## src/rtl/mcd_pkg.sv

```systemverilog
`timescale 1ns / 1ps

package mcd_pkg;

    // Default widths of the timestamp arithmetic and of the click counter.
    localparam int TIME_BITS_DEF  = 32;
    localparam int COUNT_BITS_DEF = 8;

    // Field widths fixed by the interface.
    localparam int NOW_W     = 32;
    localparam int MS_W      = 16;
    localparam int LIMIT_W   = 8;
    localparam int TOTAL_W   = 8;
    localparam int CFG_W     = 16;
    localparam int CFG_ADDR_W = 2;
    localparam int S_DATA_W  = 40;
    localparam int M_DATA_W  = 8;

    // Reset values of the configuration registers.
    localparam logic [MS_W-1:0] GAP_RESET     = 16'd400;
    localparam logic [MS_W-1:0] HOLDOFF_RESET = 16'd100;

    // Configuration register indexes.
    typedef enum logic [CFG_ADDR_W-1:0] {
        REG_DETECT_LEVEL = 2'd0,
        REG_BURST_GAP    = 2'd1,
        REG_CLICK_LIMIT  = 2'd2,
        REG_HOLDOFF      = 2'd3
    } mcd_reg_t;

    // Configuration handed from the register bank to the detector core.
    typedef struct packed {
        logic               detect_level;
        logic [MS_W-1:0]    burst_gap_ms;
        logic [LIMIT_W-1:0] click_limit;
        logic [MS_W-1:0]    holdoff_ms;
    } mcd_cfg_t;

    // One result of the detector core.
    typedef struct packed {
        logic               burst_done;
        logic [TOTAL_W-1:0] click_total;
    } mcd_result_t;

endpackage

```

## src/rtl/mcd_core.sv

```systemverilog
`timescale 1ns / 1ps

module mcd_core
    import mcd_pkg::*;
#(
    parameter int TIME_BITS  = TIME_BITS_DEF,
    parameter int COUNT_BITS = COUNT_BITS_DEF
) (
    input  logic        aclk,
    input  logic        aresetn,
    input  mcd_cfg_t    cfg,
    input  logic        advance,
    input  logic        pin_level,
    input  logic [NOW_W-1:0] now_ms,
    output mcd_result_t res
);

    localparam int CMP_BITS = (COUNT_BITS > LIMIT_W) ? COUNT_BITS : LIMIT_W;
    localparam logic [COUNT_BITS-1:0] COUNT_MAX = {COUNT_BITS{1'b1}};

    logic                  primed_reg;
    logic                  last_level_reg;
    logic [COUNT_BITS-1:0] count_reg;
    logic [TIME_BITS-1:0]  last_click_reg;

    logic [TIME_BITS-1:0]  now_t;
    logic [TIME_BITS-1:0]  elapsed;
    logic [TIME_BITS-1:0]  gap_elapsed;
    logic                  click_edge;
    logic                  blocked;
    logic                  counted;
    logic [COUNT_BITS-1:0] count_inc;
    logic [CMP_BITS-1:0]   count_wide;
    logic                  limit_hit;
    logic                  gap_hit;
    logic                  done;

    // Elapsed time since the last counted click, modulo the timer width.
    assign now_t   = TIME_BITS'(now_ms);
    assign elapsed = now_t - last_click_reg;

    // A change into the detect level is a click; the holdoff only applies
    // inside an open burst.
    assign click_edge = primed_reg && (pin_level != last_level_reg)
                        && (pin_level == cfg.detect_level);
    assign blocked    = (count_reg != '0) && (elapsed < TIME_BITS'(cfg.holdoff_ms));
    assign counted    = click_edge && !blocked;

    always_comb begin
        count_inc = count_reg;
        if (counted && (count_reg != COUNT_MAX)) begin
            count_inc = count_reg + COUNT_BITS'(1);
        end
    end

    // A click counted on this poll restarts the gap timer at zero.
    assign gap_elapsed = counted ? '0 : elapsed;
    assign count_wide  = CMP_BITS'(count_inc);
    assign limit_hit   = (cfg.click_limit != '0)
                         && (count_wide >= CMP_BITS'(cfg.click_limit));
    assign gap_hit     = (count_inc != '0)
                         && (gap_elapsed > TIME_BITS'(cfg.burst_gap_ms));
    assign done        = primed_reg && (limit_hit || gap_hit);

    // Result of this poll; the total saturates at the output width.
    always_comb begin
        res.burst_done  = done;
        res.click_total = '0;
        if (done) begin
            res.click_total = (count_wide > CMP_BITS'({TOTAL_W{1'b1}}))
                              ? {TOTAL_W{1'b1}} : count_wide[TOTAL_W-1:0];
        end
    end

    // Detector state, updated once per accepted poll.
    always_ff @(posedge aclk) begin
        if (!aresetn) begin
            primed_reg     <= 1'b0;
            last_level_reg <= 1'b0;
            count_reg      <= '0;
            last_click_reg <= '0;
        end else if (advance) begin
            primed_reg     <= 1'b1;
            last_level_reg <= pin_level;
            count_reg      <= done ? '0 : count_inc;
            if (counted) begin
                last_click_reg <= now_t;
            end
        end
    end

    // The first poll after reset never finishes a burst.
    a_first_poll_quiet: assert property (@(posedge aclk) disable iff (!aresetn)
        !primed_reg |-> !res.burst_done)
        else $error("burst reported on the first poll");

    // A reported burst leaves the counter cleared.
    a_done_clears: assert property (@(posedge aclk) disable iff (!aresetn)
        advance && res.burst_done |=> count_reg == '0)
        else $error("click count not cleared after burst");

    // A counted click stamps its own time.
    a_click_stamp: assert property (@(posedge aclk) disable iff (!aresetn)
        advance && counted |=> last_click_reg == $past(now_t))
        else $error("click time not recorded");

endmodule

```

## src/rtl/multi_click_detector.sv

```systemverilog
`timescale 1ns / 1ps

// Multi-click detector for one button pin.
// Input channel (s_): one request per poll, carrying the sampled pin level and
// a free-running millisecond timestamp. Output channel (m_): exactly one
// request per poll, with burst_done in m_tuser and the click count of the
// finished burst in m_tdata (zero when no burst finished).
// Configuration: a plain write port (cfg_wen, cfg_addr, cfg_wdata); index 0
// is the detect level, 1 the burst gap, 2 the click limit, 3 the holdoff.
// Write it only while no poll is in flight.
// Path: an accepted poll lands in the input register, and the detector step
// on it lands in the output register, which drives m_tvalid, once that
// register is empty or being drained.
// Throughput: one poll per cycle while the receiver does not stall; the step
// is a single timestamp subtract with a few compares and a counter increment.
// Reset (aresetn low, synchronous) empties both registers, clears the
// detector state and loads the default configuration.
// When the receiver stalls, the output register holds its result and the
// input register still takes one more poll before s_tready drops.

module multi_click_detector
    import mcd_pkg::*;
#(
    parameter int TIME_BITS  = TIME_BITS_DEF,
    parameter int COUNT_BITS = COUNT_BITS_DEF
) (
    input  logic                  aclk,
    input  logic                  aresetn,
    // Configuration write port.
    input  logic                  cfg_wen,
    input  logic [CFG_ADDR_W-1:0] cfg_addr,
    input  logic [CFG_W-1:0]      cfg_wdata,
    // Poll input.
    input  logic                  s_tvalid,
    output logic                  s_tready,
    input  logic [S_DATA_W-1:0]   s_tdata,  // [0] pin_level, [32:1] now_ms, rest zero
    // Result output.
    output logic                  m_tvalid,
    input  logic                  m_tready,
    output logic [M_DATA_W-1:0]   m_tdata,  // [7:0] click_total
    output logic                  m_tuser   // [0] burst_done
);

    mcd_cfg_t         cfg_reg;
    logic             in_valid_reg;
    logic             in_level_reg;
    logic [NOW_W-1:0] in_now_reg;
    logic             out_valid_reg;
    mcd_result_t      out_reg;
    mcd_result_t      step_res;
    logic             advance;

    // Configuration register bank.
    always_ff @(posedge aclk) begin
        if (!aresetn) begin
            cfg_reg.detect_level <= 1'b0;
            cfg_reg.burst_gap_ms <= GAP_RESET;
            cfg_reg.click_limit  <= '0;
            cfg_reg.holdoff_ms   <= HOLDOFF_RESET;
        end else if (cfg_wen) begin
            unique case (mcd_reg_t'(cfg_addr))
                REG_DETECT_LEVEL: cfg_reg.detect_level <= cfg_wdata[0];
                REG_BURST_GAP:    cfg_reg.burst_gap_ms <= cfg_wdata[MS_W-1:0];
                REG_CLICK_LIMIT:  cfg_reg.click_limit  <= cfg_wdata[LIMIT_W-1:0];
                REG_HOLDOFF:      cfg_reg.holdoff_ms   <= cfg_wdata[MS_W-1:0];
                default: ;
            endcase
        end
    end

    // The input register moves into the output register when that one is
    // empty or being drained this cycle.
    assign advance  = in_valid_reg && (!out_valid_reg || m_tready);
    assign s_tready = !in_valid_reg || advance;

    always_ff @(posedge aclk) begin
        if (!aresetn) begin
            in_valid_reg <= 1'b0;
        end else if (s_tready) begin
            in_valid_reg <= s_tvalid;
        end
    end

    always_ff @(posedge aclk) begin
        if (s_tready && s_tvalid) begin
            in_level_reg <= s_tdata[0];
            in_now_reg   <= s_tdata[NOW_W:1];
        end
    end

    mcd_core #(
        .TIME_BITS  (TIME_BITS),
        .COUNT_BITS (COUNT_BITS)
    ) u_core (
        .aclk      (aclk),
        .aresetn   (aresetn),
        .cfg       (cfg_reg),
        .advance   (advance),
        .pin_level (in_level_reg),
        .now_ms    (in_now_reg),
        .res       (step_res)
    );

    // Output register.
    always_ff @(posedge aclk) begin
        if (!aresetn) begin
            out_valid_reg <= 1'b0;
        end else if (!out_valid_reg || m_tready) begin
            out_valid_reg <= in_valid_reg;
        end
    end

    always_ff @(posedge aclk) begin
        if (advance) begin
            out_reg <= step_res;
        end
    end

    assign m_tvalid = out_valid_reg;
    assign m_tdata  = M_DATA_W'(out_reg.click_total);
    assign m_tuser  = out_reg.burst_done;

    // A poll waiting in the input register is never dropped.
    a_in_held: assert property (@(posedge aclk) disable iff (!aresetn)
        in_valid_reg && !advance |=> in_valid_reg)
        else $error("pending poll lost");

    // A result is only loaded into an output register that is free.
    a_no_overwrite: assert property (@(posedge aclk) disable iff (!aresetn)
        advance |-> (!out_valid_reg || m_tready))
        else $error("result overwritten while stalled");

    // With the output stalled, the input side can hold at most one poll.
    a_stall_backpressure: assert property (@(posedge aclk) disable iff (!aresetn)
        out_valid_reg && !m_tready && in_valid_reg |-> !s_tready)
        else $error("poll taken while both registers are full");

endmodule

```

## config.mk

```make
export PLATFORM = sky130hd
export DESIGN_NAME = multi_click_detector
export DESIGN_NICKNAME = d
export VERILOG_FILES = /design/src/rtl/mcd_pkg.sv /design/src/rtl/mcd_core.sv /design/src/rtl/multi_click_detector.sv
export SDC_FILE = /design/constraint.sdc
export NUM_CORES = 1
export LEC_CHECK = 0
export ABC_AREA = 1
export BUFFER_PORTS_ARGS = -buffer_cell sky130_fd_sc_hd__buf_2
export CAP_MARGIN = 20
export CORE_MARGIN = 3
export CORE_UTILIZATION = 50
export DETAILED_ROUTE_END_ITERATION = 7
export PLACE_DENSITY = 0.75
export SETUP_SLACK_MARGIN = 0.15
export SLEW_MARGIN = 20
export SYNTH_ARGS = -nofsm -noshare
export SYNTH_HDL_FRONTEND = slang
export SYNTH_SLANG_ARGS = --single-unit
```

## constraint.sdc

```tcl
create_clock -name aclk -period 11.1 [get_ports aclk]
set_input_delay 0.555 -clock aclk [delete_from_list [all_inputs] [get_ports aclk]]
set_output_delay 0.555 -clock aclk [all_outputs]
set_load 0.01 [all_outputs]
```

Yosys cells after proc, flatten, opt, wreduce, memory -nomap -nowiden
Index checks and enable logic that the tools add are counted.
{"block": "word_totals", "latchBits": 0, "inputBits": 63, "elab_cells": 55, "reg_bits": 127, "rom_bits": 0, "memories": 0, "ram_bits": 0}
{"block": "op_classes", "n_reduce_logical": 25, "order_cmp": 4, "div": 0, "muxes": 4, "n_addsub": 2, "n_eq_ne": 6, "bitwise": 0, "multipliers": 0, "shift": 0}
{"operator": "32-bit by 16-bit > comparator with 1-bit output", "count": 1}
{"operator": "32-bit by 16-bit < comparator with 1-bit output", "count": 1}
{"operator": "32-bit 2-to-1 mux", "count": 1}
{"operator": "32-bit subtractor", "count": 1}
{"operator": "8-bit 2-to-1 mux", "count": 3}
{"operator": "8-bit nonzero test", "count": 3}
{"operator": "1-bit logical AND", "count": 10}
{"operator": "2-bit AND reduction", "count": 5}
{"operator": "8-bit by 1-bit adder with 8-bit output (second input constant)", "count": 1}
{"operator": "8-bit greater-or-equal comparator", "count": 1}
{"operator": "8-bit > comparator (second input constant)", "count": 1}
{"operator": "8-bit != test (second input constant)", "count": 1}
{"operator": "2-bit equality test (second input constant)", "count": 2}
{"operator": "1-bit zero test", "count": 3}
{"operator": "1-bit logical OR", "count": 3}
{"operator": "2-bit by 1-bit equality test with 1-bit output (second input constant)", "count": 1}
{"operator": "2-bit zero test", "count": 1}
{"operator": "1-bit equality test", "count": 1}
{"operator": "1-bit != test", "count": 1}

Longest topological paths before layout
{"block": "logic_depth", "ltp_word": 12, "ltp_mapped": 37}

By module
Synthesis repeated with hierarchy kept, for this count alone.
{"block": "unflattened", "hier_cells": 1294, "area_unflattened_um2": 8604.5}
{"module": "mcd_core", "area_per_inst_um2": 5596.6, "n_inst": 1, "seq_area_each_um2": 840.8, "cells_each": 984}
{"module": "multi_click_detector", "area_per_inst_um2": 3007.9, "n_inst": 1, "seq_area_each_um2": 2122.0, "cells_each": 310}

Least setup slack after synthesis
OpenSTA, ideal clock, no wires.
{"block": "synth_path", "path_kind": "register -> register", "from": "register in_now_reg[0]", "to": "register out_reg, in the netlist m_tdata[1] (data pin)", "period_less_slack_ps": 4462, "path_slack_ps": 6638, "setup_ps": 255, "t_arrival_ps": 4206, "stages_incl_launch_ff": 32, "cell_sequence": "edfxtp_1 > inv_1 > ha_1 > inv_1 > fa_1 > nand3_1 > nand3_1 > nand2_1 > nand2_2 > xor2_1 > ha_1 > a21oi_1 > nor3_1 > a211oi_1 > nand2_1 > a21oi_1 > nand3_4 > nand2_2 > inv_2 > buf_1 > nor2_1 > ha_1 > a21o_1 > a221oi_1 > nand2_1 > o21ai_0 > o21ai_0 > nand2_1 > nand2_2 > nand2_4 > buf_6 > nor2_1"}
{"block": "synth_between", "elab_chain_cells": 11, "word_cells_on_any_way": 17}
{"item": "start, declared", "line": "multi_click_detector.sv:47", "rtl": "logic [NOW_W-1:0] in_now_reg;"}
{"item": "start signal, assigned", "line": "multi_click_detector.sv:87", "rtl": "in_now_reg <= s_tdata[NOW_W:1];"}
{"item": "32-bit subtractor (*)", "line": "mcd_core.sv:40", "rtl": "assign elapsed = now_t - last_click_reg;"}
{"item": "parallel branches: the longest is 10 deep, another holds 32-bit by 16-bit < comparator with 1-bit output"}
{"item": "end signal, assigned", "line": "multi_click_detector.sv:115", "rtl": "out_reg <= step_res;"}
{"item": "end, declared", "line": "multi_click_detector.sv:49", "rtl": "mcd_result_t out_reg;"}
Mark *: on every way between the ends.
A chain may end at the register's enable or synchronous reset.

Final worst setup path
{"block": "layout_path", "from": "register in_now_reg[0]", "to": "register u_core.count_reg[3]"}
{"block": "layout_between", "elab_chain_cells": 12, "word_cells_on_any_way": 16}
{"item": "32-bit subtractor (*)", "line": "mcd_core.sv:40"}
{"item": "parallel branches: the longest is 10 deep, another holds 32-bit by 16-bit < comparator with 1-bit output"}
{"item": "8-bit 2-to-1 mux (*)", "line": "mcd_core.sv:85", "rtl": "count_reg <= done ? '0 : count_inc;"}
{"item": "end signal, assigned", "line": "mcd_core.sv:85"}
{"item": "end, declared", "line": "mcd_core.sv:23", "rtl": "logic [COUNT_BITS-1:0] count_reg;"}
Marked as above.

==> metrics <==
GRT Total Usage 0.2022; unrepaired setup endpoints after global routing false; Critical R2R Launch in_now_reg[0]; gate count after technology mapping 1182; Arr. time, crit path 5.62 ns; largest cells by area after synthesis dfxtp_1 (21%), edfxtp_1 (15%), nand2_1 (13%); Die Span Y 134.6 um; Critical Path Fanout Max 19; area leader, netlist dfxtp_1; crit path capture type flop; Post-synth EDFFs 42; hold_sp s_tdata[2]; first-pass GRT wire length 29850 um; DRC errors left 0; vias in the first global route 6769; Vias per Instance 4.934; Largest register FFs 41; top cell type's share of synthesized area 0.2058; mapped cell area 8269 um^2; Starting Density 0.5150; Synth cell types 42; Root Driver clkbuf_16; clk_lat worst skew 0.42 ns; Setup Fix Bufs, Post-CTS 0; Peak VDD IR 0.2223 mV; final net count 1382; Port Buffers 66; Sink Count 127; TritonCTS Buffers 17; Worst path slowest cell fa_1; period utilization 0.4753; R2R setup slack 5.82 ns; Achievable Freq 189.5 MHz; Layout area overhead 13.57%; Net Count, Synth 1318; fin crit period 5.276 ns; Top Ports 74; Vias 7278; max cap viols 0; CP Class flop to flop; initial antenna violation count 0; Final setup viols 0; core area 16060 um^2; Max Root-Sink Buffers 2; setup TNS 0 ns; GRT overflow 0; status complete, no violations; CP max stage delay 0.48 ns; Die Width 134.6 um; ys async rst share 0; FP Rows 46; post-synthesis average cell area 6.996 um^2; Max Transition Viols Final 0; GP Congestion 0.8812; ANT cells 0; Die Area 18120 um^2; Crit path top cell by count nand2_1; most frequent cell after synthesis nand2_1; top cells by count, synth nand2_1 (289), inv_1 (231), a21oi_1 (111); detailed placer's ending HPWL 13430 um; layout cells sized above 1 0.1207; worst endpoint required time 11.44 ns; largest net degree at the start of global routing 71; H-tree levels 4; Main synth FF type dfxtp_1; ANT nets after route 0; actual slew at the worst max-slew pin 0.9340 ns; total power divided by cell area 139.2 nW/um^2; sequential area share after synthesis 0.3583; Final Hold Fails 0; Final Total Pwr 1.307 mW; Seq cells post-synth 127; hold_buf cts 0; post_cts resized 0; CTS tree yes; Max Clock Skew 0.009245 ns; P_leak 4.627 nW; DRT Pass-1 Iters 5; final WL 17680 um; Worst slew margin 0.3751; First DRT Iteration DRCs 349; DR WL/cell 11.98 um; total of warnings raised by yosys 0; Critical Path Source Type flop; Critical path origin in_now_reg[0]; Clock transition at path regs 0.06 ns; HP Class input pin to flop
## stage by stage
stage	worst slack [ns]	instances	util	cell area, um^2	hold slack (ns)
after floorplan	6.638	1182	-	8269	0.4331
after global placement	5.973	1443	0.5478	8796	0.4441
after detailed placement	5.882	1443	0.5478	8796	0.4510
after CTS	5.839	1475	0.5849	9392	0.2898
after global routing	5.312	1475	0.5849	9392	0.2907
final	5.824	1475	0.5849	9392	0.3066
## cells in the final DEF, fill, tap and decap left out, types with 4 or more instances in the layout
cell,netlist,final
nand2_1,289,288
inv_2,9,9
nand2_2,24,25
clkbuf_16,0,17
xor2_1,17,17
nor2_1,90,90
clkinv_1,1,4
inv_1,231,231
o211ai_1,4,4
nand4_1,16,16
o21bai_1,4,4
dfxtp_1,85,85
nand3_1,34,34
clkinv_4,0,4
edfxtp_1,42,42
nand3b_1,4,4
buf_2,1,66
nor3_1,10,10
o21ai_0,75,75
ha_1,72,72
a21oi_1,111,111
nor2_2,9,9
## worst paths after layout
| path | endpoint | cells after the start |
|---|---|---|
| max | u_core.count_reg[3] | 29 |
| min | in_now_reg[1] | 1 |
| max reg2reg | u_core.count_reg[3] | 29 |
| min reg2reg | u_core.last_click_reg[20] | 2 |
## worst max-delay path: cells and delay by family (launching register included)
| family | cells | cell delay (ns) |
|---|---|---|
| DFF | 1 | 0.41 |
| and+or+nand+nor | 15 | 1.88 |
| AOI/OAI and AO/OA | 5 | 0.74 |
| adders and majority gates | 4 | 1.27 |
| buffers and inverters | 4 | 0.52 |
| xor gates and xnor gates | 1 | 0.34 |
## logic make-up after synthesis
| logic type | share of synthesized area |
|---|---|
| fa+ha+maj | 0.1114 |
| flops | 0.3583 |
| simple gates | 0.2595 |
| xor+xnor | 0.02118 |
| compound gates | 0.1283 |
| buf+inv | 0.1213 |
## routing by layer
| metal | vias to the layer above | routed length, um | global-route usage |
|---|---|---|---|
| li1 | 3872 | - | - |
| met1 | 3235 | 8307 | 0.2549 |
| met2 | 147 | 8239 | 0.3444 |
| met3 | 24 | 794 | 0.04732 |
| met4 | 0 | 337 | 0.06391 |
| met5 | - | 0 | 0 |
## power breakdown
| group | leakage, nW | switching (mW) | internal, mW |
|---|---|---|---|
| registers | 1.10 | 0.00819 | 0.501 |
| logic | 3.24 | 0.150 | 0.0882 |
| clock network | 0.286 | 0.209 | 0.351 |
| total | 4.63 | 0.367 | 0.940 |
## layout make-up
class	count	area (um^2)
inverter	241	904.6
multi-input combinational	790	4305
sequential	127	2963
clock buffer	17	425.4
fill	1526	6666
tap	216	270.3
clock inverter	15	170.2
timing repair buffer	69	352.8
Note: power is estimated with default switching activity, not from simulation.
